==> config.mk <==
export PLATFORM = sky130hd
export DESIGN_NAME = qrm_out
export DESIGN_NICKNAME = d
export VERILOG_FILES = /design/src/rtl/qrm_pkg.sv /design/src/rtl/qrm_out.sv
export SDC_FILE = /design/constraint.sdc
export NUM_CORES = 1
export LEC_CHECK = 0
export BUFFER_PORTS_ARGS = -buffer_cell sky130_fd_sc_hd__buf_2
export CORE_AREA = 2 2 294 296
export DETAILED_ROUTE_END_ITERATION = 8
export DIE_AREA = 0 0 296 298
export SYNTH_ARGS = -nofsm -noshare
export SYNTH_HDL_FRONTEND = slang
export SYNTH_SLANG_ARGS = --single-unit
==> constraint.sdc <==
create_clock -name i_clk -period 8.5 [get_ports i_clk]
set_clock_uncertainty 0.2 [all_clocks]
set_input_delay 1.275 -clock i_clk [delete_from_list [all_inputs] [get_ports i_clk]]
set_output_delay 1.275 -clock i_clk [all_outputs]
set_load 0.01 [all_outputs]
==> src/rtl/qrm_pkg.sv <==
`default_nettype none
package qrm_pkg;

    localparam int QW    = 16;  // quaternion parts and matrix entries
    localparam int QONE  = 16384;
    localparam int QBITS = 15;  // quotient bits, enough for 0..16384
    localparam int PW    = 32;  // 16x16 signed products
    localparam int NW    = 33;  // n = sum of squares, below 2^33
    localparam int NUMW  = 35;  // signed numerators
    localparam int MW    = 33;  // numerator magnitude, never above n
    localparam int DW    = NW + 1;           // divisor 2n
    localparam int AW    = DW + QBITS - 1;   // dividend and remainder
    localparam int LANES = 9;

    // Matrix entries in row-major order; the diagonal is lanes 0, 4 and 8.
    localparam logic [LANES-1:0] DIAG_MASK = 9'b100010001;

    typedef logic signed [QW-1:0]   t_q;
    typedef logic signed [PW-1:0]   t_prod;
    typedef logic signed [NUMW-1:0] t_num;

    typedef struct packed {
        t_prod ww;
        t_prod xx;
        t_prod yy;
        t_prod zz;
        t_prod xy;
        t_prod zw;
        t_prod xz;
        t_prod yw;
        t_prod yz;
        t_prod xw;
    } t_prods;

    typedef struct packed {
        logic [NW-1:0]               n;
        logic [LANES-1:0][NUMW-1:0]  num;
    } t_sums;

    typedef struct packed {
        logic [DW-1:0]               den;
        logic                        zero;
        logic [LANES-1:0]            neg;
        logic [LANES-1:0][AW-1:0]    rem;
        logic [LANES-1:0][QBITS-1:0] quo;
    } t_div;

    typedef logic [LANES-1:0][QW-1:0] t_mat;

endpackage
`default_nettype wire

==> src/rtl/qrm_out.sv <==
`default_nettype none
module qrm_out (
    input  logic          i_clk,
    input  logic          i_rst_n,
    input  logic          i_valid,
    output logic          o_ready,
    input  qrm_pkg::t_div i_div,
    output logic          o_valid,
    input  logic          i_ready,
    output qrm_pkg::t_mat o_mat
);
    import qrm_pkg::*;

    logic r_valid;
    t_mat r_mat;
    t_mat n_mat;

    assign o_ready = !r_valid || i_ready;

    // A zero quaternion has no direction and maps to the identity.
    always_comb begin
        logic [QBITS-1:0] q;
        for (int i = 0; i < LANES; i++) begin
            q = (i_div.quo[i] > QBITS'(QONE)) ? QBITS'(QONE) : i_div.quo[i];
            if (i_div.zero) begin
                n_mat[i] = DIAG_MASK[i] ? QW'(QONE) : '0;
            end else if (i_div.neg[i]) begin
                n_mat[i] = -t_q'(q);
            end else begin
                n_mat[i] = t_q'(q);
            end
        end
    end

    always_ff @(posedge i_clk) begin
        if (!i_rst_n) begin
            r_valid <= 1'b0;
        end else if (o_ready) begin
            r_valid <= i_valid;
        end
    end

    always_ff @(posedge i_clk) begin
        if (o_ready && i_valid) begin
            r_mat <= n_mat;
        end
    end

    assign o_valid = r_valid;
    assign o_mat   = r_mat;

endmodule
`default_nettype wire

After elaboration in Yosys (flattened, before gate mapping)
Index checks and enable logic that the tools add are counted.
{"block": "classes", "add_sub_neg": 9, "n_mux": 18, "n_reduce_logical": 12, "bitwise": 9, "n_lt_le_gt_ge": 9}
{"cell": "2-to-1 mux 15 bit", "count": 18}
{"cell": "negator 15 -> 16 bit", "count": 9}
{"cell": "> comparator 15 bit (second input constant)", "count": 9}
{"cell": "OR reduction 2 bit", "count": 9}
{"cell": "inverter 1 bit", "count": 9}
{"cell": "logical AND 1 bit", "count": 1}
{"cell": "logical NOT 1 bit", "count": 1}
{"cell": "logical OR 1 bit", "count": 1}
{"block": "totals", "elab_cells": 76, "input_bits": 615, "out_inout_bits": 146, "regBits": 145}

Longest topological paths before layout
{"block": "depth", "ltp_word": 4, "mapped_depth": 10, "mapped_depth_nobuf": 9}

Worst setup path after synthesis
Ideal clock, no wire load.
{"block": "synth_path", "kind": "in2reg", "startpoint": "input i_ready", "endpoint": "register r_mat (netlist bit o_mat[0]), enable pin", "n_path_buf": 0, "required_time_ps": 7779, "path_stages": 2, "path_slack_ps": 2990, "setup_time_ps": 521, "arrival_time_ps": 4789, "cell_sequence": "nand2b_1 > and2_1"}
{"block": "synth_between", "elab_chain_len": 2}
{"item": "start, declared", "line": "qrm_out.sv:9", "rtl": "input logic i_ready,"}
{"item": "logical OR 1 bit", "line": "qrm_out.sv:18", "rtl": "assign o_ready = !r_valid || i_ready;"}
{"item": "logical AND 1 bit", "line": "qrm_out.sv:44", "rtl": "if (o_ready && i_valid) begin"}
{"item": "end signal, assigned", "line": "qrm_out.sv:45", "rtl": "r_mat <= n_mat;"}
{"item": "end, declared", "line": "qrm_out.sv:15", "rtl": "t_mat r_mat;"}
Every way passes these cells.
A chain may end at the register's enable or synchronous reset.

Worst setup path in the final report
{"block": "layout_path", "startpoint": "input i_div[117] (netlist name)", "endpoint": "register r_mat (netlist bit o_mat[126]), data pin"}
{"block": "layout_between", "elab_chain_len": 4}
{"item": "start, declared", "line": "qrm_out.sv:7", "rtl": "input qrm_pkg::t_div i_div,"}
{"item": "> comparator 15 bit", "line": "qrm_out.sv:24", "rtl": "q = (i_div.quo[i] > QBITS'(QONE)) ? QBITS'(QONE) : i_div.quo[i];"}
{"item": "2-to-1 mux 15 bit *", "line": "qrm_out.sv:24"}
{"item": "negator 15 -> 16 bit", "line": "qrm_out.sv:28", "rtl": "n_mat[i] = -t_q'(q);"}
{"item": "2-to-1 mux 15 bit *", "line": "qrm_out.sv:27", "rtl": "end else if (i_div.neg[i]) begin"}
Every way passes the cells marked *; elsewhere a longest branch is shown, timed or not.

==> flow_summary.yaml <==
status:
  status: "finished clean"
clocking:
  ctsHoldBuffers: 0
  path_clk_slew_ns: 0.07
  insertion_delay_ns: 0.46
  cts_buffer_depth: 2
  cts_resized: 0
  tritoncts: "yes"
  cts_setup_buffers: 0
  cts_max_level: 4
  cts.sink_count: 145
  cts-root-buf: "clkbuf_16"
  cts_buffers: 17
synthesis:
  synth_cell_types: 64
  synth_seq_cells: 145
  ys_seq_area_share_pct: 50.17
  synth_area_per_cell_sq_um: 10.09
  synth_top_family_by_area: "simple AND/OR/NAND/NOR gates"
  yosys-top-cells-area: "edfxtp_1 50%, xor2_1 5.1%, nor2_1 4.3%"
  netlist.area_leader.share_pct: 49.94
  syn_nets: 1482
  yosys.area_share.adder_pct: 1.301
  synth_cells: 858
  synth_area_sq_mm: 0.008658
  synth_ff_type: "edfxtp_1"
  synth_edf_count: 144
  yosysTopAreaCell: "edfxtp_1"
  synth-compound-area-share_pct: 16.84
  synthSimpleGateAreaFrac_pct: 21.13
  synth_xor_area_share_pct: 6.575
  ys_warn_count: 0
  async_flop_share_pct: 0
  synthMuxAreaShare_pct: 0.9538
layout:
  syn_to_final_growth_pct: 38.48
  nets: 1757
  layout-drive-gt1-share_pct: 31.06
detailed_routing:
  postRouteAntennaNets: 0
  routedWlPerCell_microns: 17.61
  drt_iter0_drc: 434
  drcViolationCount: 0
  viasPerCell: 3.571
  wl_mm: 40.40
  dr.pass1.iters: 5
  vias: 8191
die:
  fp.coreArea_sq_mm: 0.08488
  die_y_microns: 298
  die_area_sq_mm: 0.08821
  pin_count: 761
  die_w_microns: 296
  rows: 107
  start_util_pct: 10.20
power_and_ir_drop:
  internal_power_mw: 1.359
  p_clk_share_pct: 37.8
  power_frac_seq_pct: 43.6
  p_comb_share_pct: 18.6
  power.switching_uw: 620.5
  p_per_area_mw_per_mm2: 165.1
  p_leak_nw: 4.389
  irDropWorstVdd_v: 0.0001342
  sw_frac_of_total_pct: 31.35
worst_setup_path:
  critical_path.max_fanout: 11
  critPathRequiredTime_ns: 8.59
  crit_type: "input pin to flop"
  critPathArrivalTime_ns: 4.47
  critPathLaunchType: "input pin"
  cp-end-kind: "flop"
grt:
  grt_pass1_vias: 7893
  grt_start_max_net_pins: 72
  grt_overflow: 0
  antenna_found_initial: 35
  grt_first_pass_wirelength_mm: 55.99
  grt_usage_pct: 9.052
sta:
  fin_crit_ns: 4.372
  fmax_mhz: 228.7
  tightest_slew_ns: 0.9891
  setup_viol: 0
  hold_slack_ns: 0.3367
  max_slew_margin_pct: 34.06
  finalCritPeriodShare_pct: 51.44
  slew_viol_final: 0
  hold_violations: 0
  fin_setup_tns_ns: 0
  rsz0062_at_grt: "no"
placed_design:
  hpwl_mm: 32.52
  portBuffers: 294
  gp_congestion: 0.8782
flow_run:
  cap_violations: 0
worst_hold_path:
  hold_class: "flop to flop"
[cell usage in the layout, fill, tap and decap left out, drive strengths merged, types with 18 or more instances in the layout]
cell      n
buf     298
edfxtp  144
nor2    100
nand2    78
xor2     50
nor3     44
o21ai    40
inv      33
a21oi    26
o31ai    25
nand3    21
nor4     20
nor2b    18
[registers in the layout, summed over array words and instances (netlist names)]
signal   cells
o_mat      144
o_valid      1
[Yosys cell counts, types with 15 or more instances]
| cell type | n |
|---|---|
| clkbuf_1 | 39 |
| o21ai_0 | 36 |
| xnor2_1 | 15 |
| nor2_1 | 100 |
| nor4_1 | 19 |
| inv_1 | 26 |
| nand3_1 | 21 |
| o41ai_1 | 16 |
| edfxtp_1 | 144 |
| o21a_1 | 15 |
| nand2b_1 | 15 |
| a21oi_1 | 26 |
| nand2_1 | 78 |
| xor2_1 | 50 |
| nor3_1 | 43 |
| o31ai_1 | 25 |
| nor2b_1 | 18 |
[per-layer routing]
layer,global-route usage [%],vias up,wire (microns),share of wire (%)
met4,4.858,44,2076,5.1
met1,8.456,3888,13340,33
li1,-,3821,-,-
met5,0,-,254,0.63
met2,14.43,327,18640,46
met3,6.654,111,6089,15
[layout make-up]
| type | instances | area, sq um |
|---|---|---|
| antenna | 4 | 10.01 |
| clock buffer | 17 | 425.4 |
| clock inverter | 15 | 123.9 |
| fill | 9731 | 72890 |
| inverter | 26 | 97.59 |
| multi-input combinational | 645 | 4054 |
| sequential | 145 | 4344 |
| tap | 1144 | 1431 |
| timing repair buffer | 298 | 1504 |
[path summary, 6_finish.rpt]
kind	startpoint	endpoint	slack, ns	cells past startpoint
worst min-delay path	o_valid	o_valid	0.34	2
worst max-delay path	i_div[117]	o_mat[126]	4.13	10
worst max register to register	o_valid	o_mat[47]	6.46	3
worst min register to register	o_valid	o_valid	0.34	2
[through the flow]
stage	cell area (sq um)	util, %	power (mW)	setup WS [ns]	std cells
2_1_floorplan	8658	-	1.070	2.990	858
3_3_place_gp	11430	13.47	1.248	3.708	2258
3_5_place_dp	11430	13.47	1.250	3.676	2258
4_1_cts	11980	14.11	2.022	4.146	2290
5_1_grt	11990	14.12	2.077	3.964	2292
6_report	11990	14.13	1.979	4.128	2294
[worst max-delay path, stage by stage]
cell and delay [ns]:
buf_2 0.15, nor4_1 0.10, a41oi_1 0.66, nand2b_1 0.22
ha_1 0.26, or4b_2 0.65, o41ai_1 0.44, a21oi_1 0.21
mux2_2 0.33, nor2_1 0.18
[logic make-up after synthesis]
family                     Yosys count
AOI/OAI and AO/OA                  198
xor gates and xnor gates            65
buffers and inverters               68
muxes                                8
adders and majority gates            9
DFF                                145
and+or+nand+nor                    365
[power by group through the flow]
stage / Combinational [mW] / Clock [mW] / Sequential (mW)
2_1_floorplan: 0.160 / 0 / 0.909
3_3_place_gp: 0.370 / 0 / 0.879
3_5_place_dp: 0.371 / 0 / 0.879
4_1_cts: 0.372 / 0.784 / 0.865
5_1_grt: 0.406 / 0.802 / 0.869
6_report: 0.368 / 0.748 / 0.863
Power figures use the tool's default switching activity.
