==> src/rtl/qrm_pkg.sv <==
`default_nettype none
package qrm_pkg;

    localparam int QW    = 16;  // quaternion parts and matrix entries
    localparam int QONE  = 16384;
    localparam int QBITS = 15;  // quotient bits, enough for 0..16384
    localparam int PW    = 32;  // 16x16 signed products
    localparam int NW    = 33;  // n = sum of squares, below 2^33
    localparam int NUMW  = 35;  // signed numerators
    localparam int MW    = 33;  // numerator magnitude, never above n
    localparam int DW    = NW + 1;           // divisor 2n
    localparam int AW    = DW + QBITS - 1;   // dividend and remainder
    localparam int LANES = 9;

    // Matrix entries in row-major order; the diagonal is lanes 0, 4 and 8.
    localparam logic [LANES-1:0] DIAG_MASK = 9'b100010001;

    typedef logic signed [QW-1:0]   t_q;
    typedef logic signed [PW-1:0]   t_prod;
    typedef logic signed [NUMW-1:0] t_num;

    typedef struct packed {
        t_prod ww;
        t_prod xx;
        t_prod yy;
        t_prod zz;
        t_prod xy;
        t_prod zw;
        t_prod xz;
        t_prod yw;
        t_prod yz;
        t_prod xw;
    } t_prods;

    typedef struct packed {
        logic [NW-1:0]               n;
        logic [LANES-1:0][NUMW-1:0]  num;
    } t_sums;

    typedef struct packed {
        logic [DW-1:0]               den;
        logic                        zero;
        logic [LANES-1:0]            neg;
        logic [LANES-1:0][AW-1:0]    rem;
        logic [LANES-1:0][QBITS-1:0] quo;
    } t_div;

    typedef logic [LANES-1:0][QW-1:0] t_mat;

endpackage
`default_nettype wire

==> src/rtl/qrm_sums.sv <==
`default_nettype none
module qrm_sums (
    input  logic            i_clk,
    input  logic            i_rst_n,
    input  logic            i_valid,
    output logic            o_ready,
    input  qrm_pkg::t_prods i_prods,
    output logic            o_valid,
    input  logic            i_ready,
    output qrm_pkg::t_div   o_div
);
    import qrm_pkg::*;

    logic  r_valid_a;
    logic  r_valid_b;
    logic  ready_a;
    logic  ready_b;
    t_sums r_sums;
    t_sums n_sums;
    t_div  r_div;
    t_div  n_div;

    assign ready_b = !r_valid_b || i_ready;
    assign ready_a = !r_valid_a || ready_b;
    assign o_ready = ready_a;

    // First stage: the sum of squares and the nine signed numerators.
    always_comb begin
        n_sums.n = NW'(i_prods.ww) + NW'(i_prods.xx) + NW'(i_prods.yy) + NW'(i_prods.zz);
        n_sums.num[0] = t_num'(i_prods.ww) + t_num'(i_prods.xx)
                      - t_num'(i_prods.yy) - t_num'(i_prods.zz);
        n_sums.num[1] = (t_num'(i_prods.xy) - t_num'(i_prods.zw)) <<< 1;
        n_sums.num[2] = (t_num'(i_prods.xz) + t_num'(i_prods.yw)) <<< 1;
        n_sums.num[3] = (t_num'(i_prods.xy) + t_num'(i_prods.zw)) <<< 1;
        n_sums.num[4] = t_num'(i_prods.ww) - t_num'(i_prods.xx)
                      + t_num'(i_prods.yy) - t_num'(i_prods.zz);
        n_sums.num[5] = (t_num'(i_prods.yz) - t_num'(i_prods.xw)) <<< 1;
        n_sums.num[6] = (t_num'(i_prods.xz) - t_num'(i_prods.yw)) <<< 1;
        n_sums.num[7] = (t_num'(i_prods.yz) + t_num'(i_prods.xw)) <<< 1;
        n_sums.num[8] = t_num'(i_prods.ww) - t_num'(i_prods.xx)
                      - t_num'(i_prods.yy) + t_num'(i_prods.zz);
    end

    // Second stage: magnitude and dividend 2^15*|num| + n over divisor 2n,
    // which folds round-half-away into a plain floor division.
    always_comb begin
        t_num          num_s;
        logic [MW-1:0] mag;
        n_div.den  = {r_sums.n, 1'b0};
        n_div.zero = (r_sums.n == '0);
        for (int i = 0; i < LANES; i++) begin
            num_s        = $signed(r_sums.num[i]);
            n_div.neg[i] = num_s[NUMW-1];
            mag          = num_s[NUMW-1] ? MW'(-num_s) : MW'(num_s);
            n_div.rem[i] = (AW'(mag) << QBITS) + AW'(r_sums.n);
            n_div.quo[i] = '0;
        end
    end

    always_ff @(posedge i_clk) begin
        if (!i_rst_n) begin
            r_valid_a <= 1'b0;
            r_valid_b <= 1'b0;
        end else begin
            if (ready_a) begin
                r_valid_a <= i_valid;
            end
            if (ready_b) begin
                r_valid_b <= r_valid_a;
            end
        end
    end

    always_ff @(posedge i_clk) begin
        if (ready_a && i_valid) begin
            r_sums <= n_sums;
        end
        if (ready_b && r_valid_a) begin
            r_div <= n_div;
        end
    end

    assign o_valid = r_valid_b;
    assign o_div   = r_div;

endmodule
`default_nettype wire

==> config.mk <==
export PLATFORM = sky130hd
export DESIGN_NAME = qrm_sums
export DESIGN_NICKNAME = d
export VERILOG_FILES = /design/src/rtl/qrm_pkg.sv /design/src/rtl/qrm_sums.sv
export SDC_FILE = /design/constraint.sdc
export NUM_CORES = 2
export LEC_CHECK = 0
export ABC_CLOCK_PERIOD_IN_PS = 24800
export BUFFER_PORTS_ARGS = -buffer_cell sky130_fd_sc_hd__clkbuf_2
export CORE_MARGIN = 2
export CORE_UTILIZATION = 40
export CTS_BUF_LIST = sky130_fd_sc_hd__clkbuf_4
export DETAILED_ROUTE_END_ITERATION = 12
export GPL_ROUTABILITY_DRIVEN = 0
export PLACE_DENSITY = 0.71
export SLEW_MARGIN = 20
export SYNTH_ARGS = -nofsm -noshare
export SYNTH_HDL_FRONTEND = slang
export SYNTH_SLANG_ARGS = --single-unit
==> constraint.sdc <==
create_clock -name i_clk -period 24.8 [get_ports i_clk]
set_clock_uncertainty 0.15 [all_clocks]
set_input_delay 3.72 -clock i_clk [delete_from_list [all_inputs] [get_ports i_clk]]
set_output_delay 3.72 -clock i_clk [all_outputs]
set_load 0.1 [all_outputs]
### Word level (Yosys, flattened, before mapping)

Index checks and enable logic that the tools add are counted.

| cells by class | value |
|---|---|
| reduce and logical (&&, ||, !) cells | 7 |
| $add $sub $neg | 35 |
| muxes and demuxes | 9 |

Operators by type and width:

| kind | count |
|---|---|
| 48-bit by 33-bit adder with 48-bit output | 9 |
| 33-bit two-way mux | 9 |
| 33-bit negation | 9 |
| 32-bit by 32-bit adder with 33-bit output | 5 |
| 32-bit by 32-bit subtractor with 33-bit output | 4 |
| 34-bit by 32-bit subtractor with 35-bit output | 2 |
| 33-bit by 32-bit subtractor with 34-bit output | 2 |
| 33-bit by 32-bit adder with 33-bit output | 2 |
| 34-bit by 32-bit adder with 35-bit output | 1 |
| 33-bit by 32-bit adder with 34-bit output | 1 |
| 33-bit zero test | 1 |
| 1-bit logical AND | 2 |
| 1-bit zero test | 2 |
| 1-bit logical OR | 2 |

| storage, ports and cells | value |
|---|---|
| bits of input ports | 324 |
| output and inout bits | 613 |
| flip-flop bits (word level) | 813 |
| word-level logic and storage cells | 75 |

### Longest topological paths before layout

| depth | value |
|---|---|
| depth in word-level cells | 4 |
| depth in mapped cells | 25 |
| depth with buffers taken out | 25 |

### Worst setup path after synthesis

OpenSTA, ideal clock, no wires.

| path | value |
|---|---|
| path type | input to register |
| start | input port i_ready |
| end | register r_div (netlist bit o_div[150]) (enable) |
| library setup time | 1070 ps |
| data arrival time | 18365 ps |
| slack | 5215 ps |
| stages | 2 |
| required time | 23580 ps |
| buffers on the path | 0 |
| cells stage by stage | nor2b_1 nor2b_1 |

| between the ends | value |
|---|---|
| longest elaborated chain between the ends | 2 |

Ends and longest elaborated chain:

| item | line | RTL |
|---|---|---|
| from (decl) | qrm_sums.sv:9 | `input logic i_ready,` |
| 1-bit logical OR | qrm_sums.sv:23 | `assign ready_b = !r_valid_b \|\| i_ready;` |
| 1-bit logical AND | qrm_sums.sv:78 | `if (ready_b && r_valid_a) begin` |
| to (signal assigned) | qrm_sums.sv:79 | `r_div <= n_div;` |
| to (decl) | qrm_sums.sv:20 | `t_div r_div;` |

No other way between the ends.
A chain may end at the register's enable or synchronous reset.

==> results.md <==
* Status: complete, no violations
* Period utilization at 0.373
* I/O Buffers at 800
* Post-Syn Instances at a little over 6,000
* Post-DP HPWL at between 150 and 200 mm
* Initial Util at 0.404
* Critical path's largest stage delay at 830 ps
* Final instance area at between 60,000 and 70,000 sq um
* Reg-to-reg slack, setup at roughly 19,000 ps
* Grt ovf at 0
* CP startpoint kind: input pin
* Hold Violations, Final at 0
* CP max FO at 4
* Worst Tran Pin Value at 1220 ps
* Core Util, Final at 0.451
* Min setup slack post-route at between 15,000 and 20,000 ps
* Total Wirelength at around 190 mm
* Asr flop ratio synth at 0
* Prevailing post-synth register cell: edfxtp_1
* Insertion delay to the later sink of the worst-skew pair at between 1000 and 1500 ps
* Synth top area share at 0.332
* Post-Syn Area per Cell at 9.79 sq um
* Highest clock rate at about 0.11 GHz
* Pin count of the biggest net entering global routing at between 100 and 150
* H-tree depth at 4
* Crit path capture type: flop
* TritonCTS Sinks at approximately 660
* Ranking of synthesized cells by area: edfxtp_1, ha_1, xnor2_1
* Slowest-stage cell, CP: o41ai_1
* Number of nets with antenna violations after routing at 0
* Number of setup buffers added after CTS at 0
* Relative slew slack at 0.181
* Logic gate share of total power at 0.640
* Setup CP Type: input pin to flop
* CTS tree: built
* Via-to-Cell Ratio at approximately 5.5
* Core area at between 100,000 and 150,000 sq um
* Reg-to-Reg Start: r_sums[283]
* Fin crit period at between 9000 and 10,000 ps
* Initial DRC Count at 4,463
* Pins Over Slew Limit at 0
* Sequential power share at 0.244
* Clk buf depth at 3
* Gr usage total at 0.241
* Setup Total Neg Slack at 0 ps
* Clock-pin slew on the worst setup and hold paths at 70 ps
* Synthesized area at approximately 60,000 sq um
* Reg-to-Reg End: o_div[566]
* Routed WL per cell at between 20 and 25 um
* First-pass GRT wire length at about 280 mm
* LEAKAGE at 27.7 nW
* Yosys reg bits at 663
* Net switching power figure at roughly 4.7 mW
* Drt pass-1 iters at 8
* Nets at a little under 8,000
* DIE WIDTH at between 300 and 400 um
* Switching portion of total power at 0.542
* Cell Pwr Density at about 130 nW/um^2
* Class of the worst hold path: flop to flop
* Clock share of power at 0.117
* Initial antenna violation count at 38
* Library cells used by synthesis at 95
* CP Launch Point: i_prods[288]
* Worst vdd ir at 113 uV
* CP required at 25,550 ps
* Register area share after synthesis at 0.333
* Warnings, synthesis at 0
* Chip Height at 391 um
* Via Count at between 40,000 and 50,000
* DRC violations left at 0
* Dpl ws at 14,590 ps
* Reg2Reg Depth at 14
* RSZ-0062 raised after global routing: no
* Setup-failing EPs final at 0
* Post-synth top area cell: edfxtp_1
* Gates resized, CTS repair at 0
* Cell Rows at between 100 and 150
* Internal power at 3.96 mW
* Post-synth EDFFs at 661
* Vias in the first global route at roughly 47,000
* TritonCTS Buffers at 185
* Die area at 153,000 sq um
* Dpl cell area at around 64,000 sq um
* Synthesis-to-layout area growth at 11.7%
* Clock root cell: clkbuf_4
* CP arrival at approximately 10,000 ps
* IO Pins at 937
* CTS Hold Buffers Added at 0
* Hold Slack at 299 ps
* Worst setup endpoint: r_sums[171]
* FILL cells at around 14,000
* Max_cap viols at 0
* Share of layout cells above drive strength 1 at 0.171
-- flip-flops by register name, summed over array words and instances (netlist names) --
register	cells
r_sums	294
o_div	331
n_div	36
r_valid_a	1
o_valid	1
-- metrics by stage --
step	std cells	total power, mW
finish	8939	8.66
global route	8920	9.17
CTS	8909	8.66
detailed placement	8581	7.58
global placement	8580	7.51
floorplan	6238	6.22
-- cell usage after synthesis, drive strengths merged, types with 152 or more instances --
cell    number
ha         524
o21ai      326
fa         211
nor2       418
inv        409
buf        289
edfxtp     661
xor2       236
nor3       152
xnor2      595
a21oi      401
a21o       154
nand2      308
-- how the worst min path moves through the flow --
stage                startpoint          to  slack, ps  cells after the start
global placement     n_div[583]  o_div[476]        290                      0
finish               n_div[583]  o_div[476]        300                      0
floorplan           r_sums[103]  o_div[569]        270                      0
detailed placement   n_div[583]  o_div[476]        290                      0
global route         n_div[583]  o_div[476]        320                      0
CTS                  n_div[583]  o_div[476]        300                      0
-- final cells by class --
cell class                 count  area (sq um)  area share
antenna                       30          75.1     0.00112
tap                         1930          2410      0.0362
clock buffer                 250          1880      0.0281
multi-input combinational   4740         36200       0.542
clock inverter                78           445     0.00667
inverter                     411          1540      0.0231
sequential                   663         19900       0.298
timing repair buffer         837          4310      0.0646
-- placed cells by master (no fill, tap or decap), types with 50 or more instances in the layout --
cell	n
nand2b_1	95
or3_1	63
a21oi_1	400
conb_1	136
nor2b_1	67
xnor2_1	595
nor4_1	60
o21bai_1	74
fa_1	211
clkbuf_4	250
xor2_1	236
nand3_1	90
o21a_1	69
a211oi_1	53
nand2_1	307
o41ai_1	50
o31ai_1	107
clkbuf_2	800
nor3_1	150
edfxtp_1	661
nor2_1	418
a21o_1	154
ha_1	524
inv_1	409
o21ai_0	321
-- worst max-delay path: cells and delay by family --
kind / cells / cell delay [ps]
and+or+nand+nor: 7 / 1190
xor gates and xnor gates: 2 / 340
buffers and inverters: 3 / 250
adders and majority gates: 4 / 1480
AOI/OAI and AO/OA: 9 / 3000
-- cells by family (layout without fill, tap and decap cells) --
family	after synthesis	after routing	share of synthesized area
simple gates	1516	1516	0.128
compound gates	1512	1512	0.165
buf+inv	835	1576	0.0702
xor+xnor	831	831	0.122
fa+ha+maj	735	735	0.180
flops	663	663	0.333
mux	10	10	0.00176
other cells	1	166	0.0000627
-- metal layers --
metal,GRT usage,up-vias,share of wire
met5,0,-,0.00044
met4,0.117,12,0.046
met3,0.0565,380,0.086
met2,0.371,2080,0.45
met1,0.317,23565,0.42
li1,-,23174,-
-- power groups by stage --
stage / clock network, mW / registers, mW / logic, mW
floorplan: 0 / 3.15 / 3.06
global placement: 0 / 2.13 / 5.38
global route: 1.10 / 2.14 / 5.92
finish: 1.01 / 2.11 / 5.54
CTS: 1.05 / 2.11 / 5.50
detailed placement: 0 / 2.13 / 5.46
(Power assumes the default switching activity.)
