$ cat config.mk
export PLATFORM = sky130hd
export DESIGN_NAME = qrm_div_stage
export DESIGN_NICKNAME = d
export VERILOG_FILES = /design/src/rtl/qrm_pkg.sv /design/src/rtl/qrm_div_stage.sv
export SDC_FILE = /design/constraint.sdc
export NUM_CORES = 1
export LEC_CHECK = 0
export BUFFER_PORTS_ARGS = -buffer_cell sky130_fd_sc_hd__buf_2
export CORE_AREA = 2 2 479 481
export CTS_CLUSTER_DIAMETER = 120
export DETAILED_ROUTE_END_ITERATION = 16
export DIE_AREA = 0 0 481 483
export GPL_TIMING_DRIVEN = 0
export SYNTH_ARGS = -nofsm -noshare
export SYNTH_HDL_FRONTEND = slang
export SYNTH_SLANG_ARGS = --single-unit
$ cat constraint.sdc
create_clock -name i_clk -period 17.4 [get_ports i_clk]
set_input_delay 1.74 -clock i_clk [delete_from_list [all_inputs] [get_ports i_clk]]
set_output_delay 1.74 -clock i_clk [all_outputs]
set_load 0.05 [all_outputs]
$ cat src/rtl/qrm_pkg.sv
`default_nettype none
package qrm_pkg;

    localparam int QW    = 16;  // quaternion parts and matrix entries
    localparam int QONE  = 16384;
    localparam int QBITS = 15;  // quotient bits, enough for 0..16384
    localparam int PW    = 32;  // 16x16 signed products
    localparam int NW    = 33;  // n = sum of squares, below 2^33
    localparam int NUMW  = 35;  // signed numerators
    localparam int MW    = 33;  // numerator magnitude, never above n
    localparam int DW    = NW + 1;           // divisor 2n
    localparam int AW    = DW + QBITS - 1;   // dividend and remainder
    localparam int LANES = 9;

    // Matrix entries in row-major order; the diagonal is lanes 0, 4 and 8.
    localparam logic [LANES-1:0] DIAG_MASK = 9'b100010001;

    typedef logic signed [QW-1:0]   t_q;
    typedef logic signed [PW-1:0]   t_prod;
    typedef logic signed [NUMW-1:0] t_num;

    typedef struct packed {
        t_prod ww;
        t_prod xx;
        t_prod yy;
        t_prod zz;
        t_prod xy;
        t_prod zw;
        t_prod xz;
        t_prod yw;
        t_prod yz;
        t_prod xw;
    } t_prods;

    typedef struct packed {
        logic [NW-1:0]               n;
        logic [LANES-1:0][NUMW-1:0]  num;
    } t_sums;

    typedef struct packed {
        logic [DW-1:0]               den;
        logic                        zero;
        logic [LANES-1:0]            neg;
        logic [LANES-1:0][AW-1:0]    rem;
        logic [LANES-1:0][QBITS-1:0] quo;
    } t_div;

    typedef logic [LANES-1:0][QW-1:0] t_mat;

endpackage
`default_nettype wire

$ cat src/rtl/qrm_div_stage.sv
`default_nettype none
module qrm_div_stage (
    input  logic          i_clk,
    input  logic          i_rst_n,
    input  logic          i_valid,
    output logic          o_ready,
    input  qrm_pkg::t_div i_div,
    output logic          o_valid,
    input  logic          i_ready,
    output qrm_pkg::t_div o_div
);
    import qrm_pkg::*;

    logic r_valid;
    t_div r_div;
    t_div n_div;

    assign o_ready = !r_valid || i_ready;

    // One quotient bit per lane. The remainder shifts left each stage, so the
    // divisor is always compared at the weight of the top quotient bit.
    always_comb begin
        logic [AW-1:0] dsh;
        logic          take;
        dsh   = {i_div.den, {(QBITS-1){1'b0}}};
        n_div = i_div;
        for (int i = 0; i < LANES; i++) begin
            take         = (i_div.rem[i] >= dsh);
            n_div.rem[i] = (take ? (i_div.rem[i] - dsh) : i_div.rem[i]) << 1;
            n_div.quo[i] = {i_div.quo[i][QBITS-2:0], take};
        end
    end

    always_ff @(posedge i_clk) begin
        if (!i_rst_n) begin
            r_valid <= 1'b0;
        end else if (o_ready) begin
            r_valid <= i_valid;
        end
    end

    always_ff @(posedge i_clk) begin
        if (o_ready && i_valid) begin
            r_div <= n_div;
        end
    end

    assign o_valid = r_valid;
    assign o_div   = r_div;

endmodule
`default_nettype wire

Yosys cells after proc, flatten, opt, wreduce, memory -nomap -nowiden --
Cells that the tools add are included.
Cells by class: $add $sub $neg 9, order comparisons 9, mux-type cells 9, reductions and logical operators 3
Operator list (count):
- $ge 48x48->1 | 9
- $mux 47 | 9
- $sub 47x47->47 | 9
- $logic_and 1x1->1 | 1
- $logic_not 1->1 | 1
- $logic_or 1x1->1 | 1
Storage, ports and cells: register bits 603, input bits 615

Depth between registers and ports, before layout --
Gate-level depths: netlist of the first run.
depth after elaboration 3, depth in mapped cells 16, mapped depth without buffers 14

Worst setup path before layout of the first run --
No wires, ideal clock.
path type in2reg, start point input port i_ready, end point register r_div, in the netlist o_div[0] (enable), arrival 15.797 ns, data required time 16.356 ns, setup slack 0.559 ns, stages 2, path buffers 0, cells stage by stage nand2b_1 > and2_1
Between the ends: longest elaborated chain between the ends 2
Ends and longest elaborated chain:
- from (decl) | RTL line qrm_div_stage.sv:9 | input logic i_ready,
- $logic_or 1x1->1 | RTL line qrm_div_stage.sv:18 | assign o_ready = !r_valid || i_ready;
- $logic_and 1x1->1 | RTL line qrm_div_stage.sv:43 | if (o_ready && i_valid) begin
- to (signal assigned) | RTL line qrm_div_stage.sv:44 | r_div <= n_div;
- to (decl) | RTL line qrm_div_stage.sv:15 | t_div r_div;
No other way between the ends. A chain may end at the register's enable or synchronous reset.

==> impl_metrics.ini, run 1 <==
[yosys]
synth_edf_count = 602
syn_area_um2 = 37300
syn-instance-count = 3310
synth-seq-cells = 603
yosys_warnings = 0
ys.flop_type = edfxtp_1
avgSynthCellArea_um2 = 11.3
seq_area_frac_synth_pct = 48.5
netlist-cell-type-count = 79
async_flop_share_pct = 0

[clocking]
insertion_delay_ns = 0.75
post_cts_resized = 0
cts_tree = done
clock-sinks = 603
post_cts_buffers = 0
cts-buffers-inserted = 83
clock_path_buffers = 3
root_buffer = clkbuf_16
path_clk_slew_ns = 0.06
hold_buffers = 0
htree_levels = 3

[timing]
hold_ws_ns = 0.537
finalClockSkew_ns = 0.0349
layout_setup_ws_ns = 10.25
hold_violations = 0
setup_viol = 0
worst_slew_pin_slew_ns = 1.50
max_freq_mhz = 140
slew_violations = 4
grt_setup_unrepaired = no
relSlewSlack_pct = -0.176
fin_tns_setup_ns = 0
min_period_ns = 7.15
finalCritPeriodShare_pct = 41.1

[power_and_ir_drop]
switchingPower_mw = 2.02
p_seq_share_pct = 33.8
combPwrFrac_pct = 31.8
clkPwrFrac_pct = 34.4
ir_drop_mv = 0.0730
switching_share_pct = 37.7
internal-power_mw = 3.34
p_per_area_nw_per_um2 = 105
power.leakage_nw = 21.6
power_mw = 5.36

[placement]
gp_congestion = 0.916
hpwl_mm = 190
dp_slack_ns = 9.27
placed_area_um2 = 47900
portBuffers = 1209
place_inst = 7567

[floorplan]
core.rowCount = 175
core_area_um2 = 227000
initial_utilization_pct = 16.5
io_pins = 1228
die-area_um2 = 232000
die_w_um = 481
die_y_um = 483

[grt]
grt_pass1_wl_mm = 293
grt_pass1_vias = 33300
grt_max_degree = 71
overflow = 0
antenna_found_initial = 161
grt.total_usage_pct = 18.7

[routing]
num_vias = 34500
dr.first_iter.drc_count = 2623
drc = 0
final_antenna_net_count = 0
drtPass1Iterations = 6
routed_wirelength_mm = 228
post_drt_wl_per_cell_um = 29.2
viasPerCell = 4.42

[setup_path]
r2r_slack_ns = 14.45
critical_path_class = in -> reg
start_kind = input port
crit_arrival_ns = 7.60
critPathMaxFanout = 13
reg2reg_depth = 6
cp.required_ns = 17.85
end_kind = flop

[job]
drv_cap = 0

[worst_hold_path]
worstHoldPathType = reg -> reg
whs_path_depth = 2

[finish]
utilization_pct = 22.5
area_growth_pct = 36.8
finalNonFillerCells = 7802
stdcell_area_um2 = 51000
layout.nets = 5574
drive_above_1_share_pct = 34.3

[status]
outcome = finished with violations
violations = max-slew violations
area by class of cell:
type	count	area, um2
fillers	24600	176000
multi-input cells	2503	18400
flip-flops and latches	603	18100
repair buffers	1241	6790
well taps	3009	3760
clock buffers	94	2120
clock inverters	60	796
inverters	119	449
plain buffers	93	425
diodes	80	200
path summary, 6_finish.rpt:
check | from | endpoint
setup / recovery | i_div[577] | o_div[361]
setup reg to reg | o_valid | o_div[69]
hold / removal | o_valid | o_valid
hold reg to reg | o_valid | o_valid
registers in the layout, indices dropped and copies added, names as in the netlist:
| signal | flops |
|---|---|
| o_div | 602 |
| o_valid | 1 |
cell usage after synthesis (11+ instances only):
master,n,area [um2]
a211o_1,12,105
a211oi_1,15,113
a21boi_0,12,90.1
a21o_1,189,1420
a21oi_1,297,1490
a221o_1,11,110
a31oi_1,39,244
and2_1,17,106
and3_1,34,213
and4_1,15,131
clkbuf_1,65,244
edfxtp_1,602,18100
ha_1,306,3830
inv_1,119,447
mux2_2,137,1540
mux2_4,28,420
nand2_1,212,796
nand2b_1,32,200
nand3_1,53,265
nand4_1,49,307
nor2_1,201,754
nor2b_1,41,257
nor3_1,38,190
nor4_1,27,169
o211ai_1,17,128
o21a_1,45,338
o21ai_0,190,951
o21bai_1,38,285
o31ai_1,11,82.6
or3_1,12,75.1
xnor2_1,150,1310
xor2_1,111,972
logic make-up after synthesis:
| logic type | after synthesis | share of synthesized area, % |
|---|---|---|
| AND/OR/NAND/NOR | 783 | 10.4 |
| adder cells (fa/ha/maj) | 315 | 10.7 |
| XOR/XNOR | 261 | 6.13 |
| buffers and inverters | 212 | 2.34 |
| other | 1 | 0.0100 |
| multiplexers | 175 | 5.53 |
| flip-flops | 603 | 48.5 |
| AO/OA/AOI/OAI | 960 | 16.4 |
layout by cell type (no fill, tap or decap), drive strengths merged, types with 11 or more instances in the layout:
cell type	synthesis	final
nand3	53	53
diode	0	80
a211oi	15	15
clkinv	0	26
edfxtp	602	602
nor4	27	27
nor3	38	38
ha	306	306
nor2	201	201
clkbuf	65	159
a21o	189	189
and2	17	17
nand2	212	212
a21oi	298	298
o21a	45	45
nand2b	32	32
mux2	165	165
and3	35	35
a31oi	39	39
o211ai	17	17
bufinv	0	11
clkinvlp	0	12
o21bai	38	38
inv	119	130
a211o	12	12
xor2	111	111
o21ai	194	194
nor2b	41	41
xnor2	150	150
nand4	49	49
o31ai	11	11
and4	15	15
a221o	11	11
a21boi	12	12
buf	28	1269
or3	12	12
layer usage:
| layer | vias to the layer above | wire [um] | GRT usage, % |
|---|---|---|---|
| li1 | 15400 | - | - |
| met1 | 16700 | 81900 | 20.0 |
| met2 | 1873 | 108000 | 30.7 |
| met3 | 445 | 21400 | 6.25 |
| met4 | 54 | 16900 | 13.9 |
| met5 | - | 322 | 0 |
power groups by stage:
stage          registers, mW  logic, mW  clock network, mW
2_1_floorplan           2.32      0.673                  0
3_5_place_dp            1.84       1.70                  0
4_1_cts                 1.82       1.71               1.92
5_1_grt                 1.83       1.81               1.96
3_3_place_gp            1.92       1.68                  0
6_report                1.82       1.70               1.84
critical path, stage by stage:
cell      delay, ns
buf_2          1.02
ha_1           0.35
inv_1          0.06
fa_1           0.44
nand2_1        0.09
nand2_1        0.06
a211oi_1       0.94
o21ai_0        0.25
a21o_1         0.25
a221oi_2       0.93
clkbuf_1       0.85
mux2_2         0.46
(Power assumes the default switching activity.)
==> inputs of run 2 (changes only) <==
Clock period 17.4 ns to 7.29 ns, I/O delays scaled along.
==> run 2 against run 1 <==
Compared with the run above: the flow now finishes without violations; power increased by 140%; combinational power is 140% higher; setup slack got worse by 9.1 ns; critical endpoint is now o_div[360]; largest cell class unchanged.
==> impl_metrics.ini, run 2 (synthesis gave the netlist of run 1 again) <==
[clocking]
clock-sinks = 603
cts_tree = done
post_cts_resized = 0
post_cts_buffers = 0
clock_path_buffers = 3
path_clk_slew_ns = 0.07
cts-buffers-inserted = 83
root_buffer = clkbuf_16
hold_buffers = 0
insertion_delay_ns = 0.75
htree_levels = 3

[placement]
hpwl_mm = 192
placed_area_um2 = 47900
portBuffers = 1209
gp_congestion = 0.934

[setup_path]
start_kind = input port
crit_arrival_ns = 6.53
cp.required_ns = 7.72
critPathMaxFanout = 12
reg2reg_depth = 5
path_common_cell = nand2_1
critPathBufInv = 3
end_kind = flop
slowest_stage = a221oi_2
critPathTopFamily = compound AO/OA/AOI/OAI gates
critical_path_class = in -> reg
crit_chain = buf_2 > ha_1 > inv_1 > fa_1 > nand2_1 > nand2_1 > a211oi_1 > o21ai_0 > a21o_1 > a221oi_2 > clkbuf_1 > mux2_2
worst_path_largest_cell_delay_ns = 1.07
rr_startpoint = o_valid
r2r_slack_ns = 4.75
r2r-end = o_div[130]
path_depth = 12

[status]
outcome = completed

[timing]
min_period_ns = 6.10
max_freq_mhz = 164
hold_violations = 0
finalCritPeriodShare_pct = 83.6
slew_violations = 0
relSlewSlack_pct = 2.97
setup_viol = 0
grt_setup_unrepaired = no
worst_slew_pin_slew_ns = 1.46
finalClockSkew_ns = 0.0625

[job]
drv_cap = 0

[floorplan]
io_pins = 1228
die_w_um = 481
die-area_um2 = 232000
core_area_um2 = 227000
die_y_um = 483
core.rowCount = 175
initial_utilization_pct = 16.5

[finish]
regArea_um2 = 18100
final_common_cell = buf_2
multi_input_area_um2 = 18400
area_growth_pct = 36.6
nFillCells = 24700
layout.nets = 5574
drive_above_1_share_pct = 34.2
largest_reg_flops = 602
stdcell_area_um2 = 51000
mostFrequentLayoutCells = buf_2, edfxtp_1, ha_1

[routing]
final_antenna_net_count = 0
dr.first_iter.drc_count = 2704
drc = 0
routed_wirelength_mm = 230
post_drt_wl_per_cell_um = 29.5
num_vias = 34700
drtPass1Iterations = 6
viasPerCell = 4.45

[grt]
grt_pass1_wl_mm = 295
grt_max_degree = 73
grt_pass1_vias = 33100
antenna_found_initial = 163
grt.total_usage_pct = 18.9
overflow = 0

[worst_hold_path]
min_to = o_div[72]
min_from = i_div[71]
worstHoldPathType = in -> reg
whs_path_depth = 1

[power_and_ir_drop]
switchingPower_mw = 4.82
combPwrFrac_pct = 32.0
internal-power_mw = 7.95
switching_share_pct = 37.7
clkPwrFrac_pct = 34.1
ir_drop_mv = 0.160
power.leakage_nw = 21.6
power_mw = 12.8
p_seq_share_pct = 33.9
p_per_area_nw_per_um2 = 251
run 2: worst register-to-register path, cell delays in order, from the launching register on:
cell	delay, ns
dfxtp_1	0.31
nand2b_1	0.10
and2_4	0.54
buf_16	0.36
buf_16	0.36
buf_16	0.46
run 2: power groups by stage:
stage | clock network [mW] | logic, mW | registers [mW]
6_report | 4.36 | 4.09 | 4.33
5_1_grt | 4.64 | 4.33 | 4.35
4_1_cts | 4.53 | 4.11 | 4.33
3_5_place_dp | 0 | 4.09 | 4.40
3_3_place_gp | 0 | 4.02 | 4.45
2_1_floorplan | 0 | 1.61 | 5.44
run 2: area by class of cell:
| cell class | instances | area share (%) |
|---|---|---|
| antenna | 83 | 0.408 |
| buffer | 93 | 0.835 |
| clock buffer | 89 | 4.12 |
| clock inverter | 61 | 1.47 |
| inverter | 119 | 0.876 |
| multi-input combinational | 2503 | 36.1 |
| sequential | 603 | 35.5 |
| tap | 3009 | 7.39 |
| timing repair buffer | 1241 | 13.3 |
run 2: per-stage QoR:
step / instances / hold WS [ns] / util [%] / setup slack (ns) / setup TNS (ns)
4_1_cts: 7718 / 0.0704 / 22.4 / 1.08 / 0
5_1_grt: 7764 / 0.112 / 22.4 / 1.03 / 0
2_1_floorplan: 3318 / 0.828 / - / 1.39 / 0
3_3_place_gp: 7536 / 0.523 / 20.8 / -0.869 / -387.40
6_report: 7801 / 0.157 / 22.5 / 1.19 / 0
3_5_place_dp: 7568 / 0.556 / 21.1 / 0.266 / 0
run 2: worst max-delay path by stage:
stage / startpoint / to / slack, ns
finish: i_div[577] / o_div[360] / 1.19
CTS: i_div[584] / o_div[360] / 1.08
floorplan: i_ready / o_div[0] / 1.39
global route: i_div[577] / o_div[360] / 1.03
global placement: i_ready / o_div[88] / -0.87
detailed placement: i_div[584] / o_div[360] / 0.27
run 2: metal layers:
layer	routed length (um)	share of wire [%]	GRT usage (%)
met1	84200	37	20.5
met2	109000	47	31.6
met3	20900	9.1	6.17
met4	15500	6.7	11.9
met5	365	0.16	0
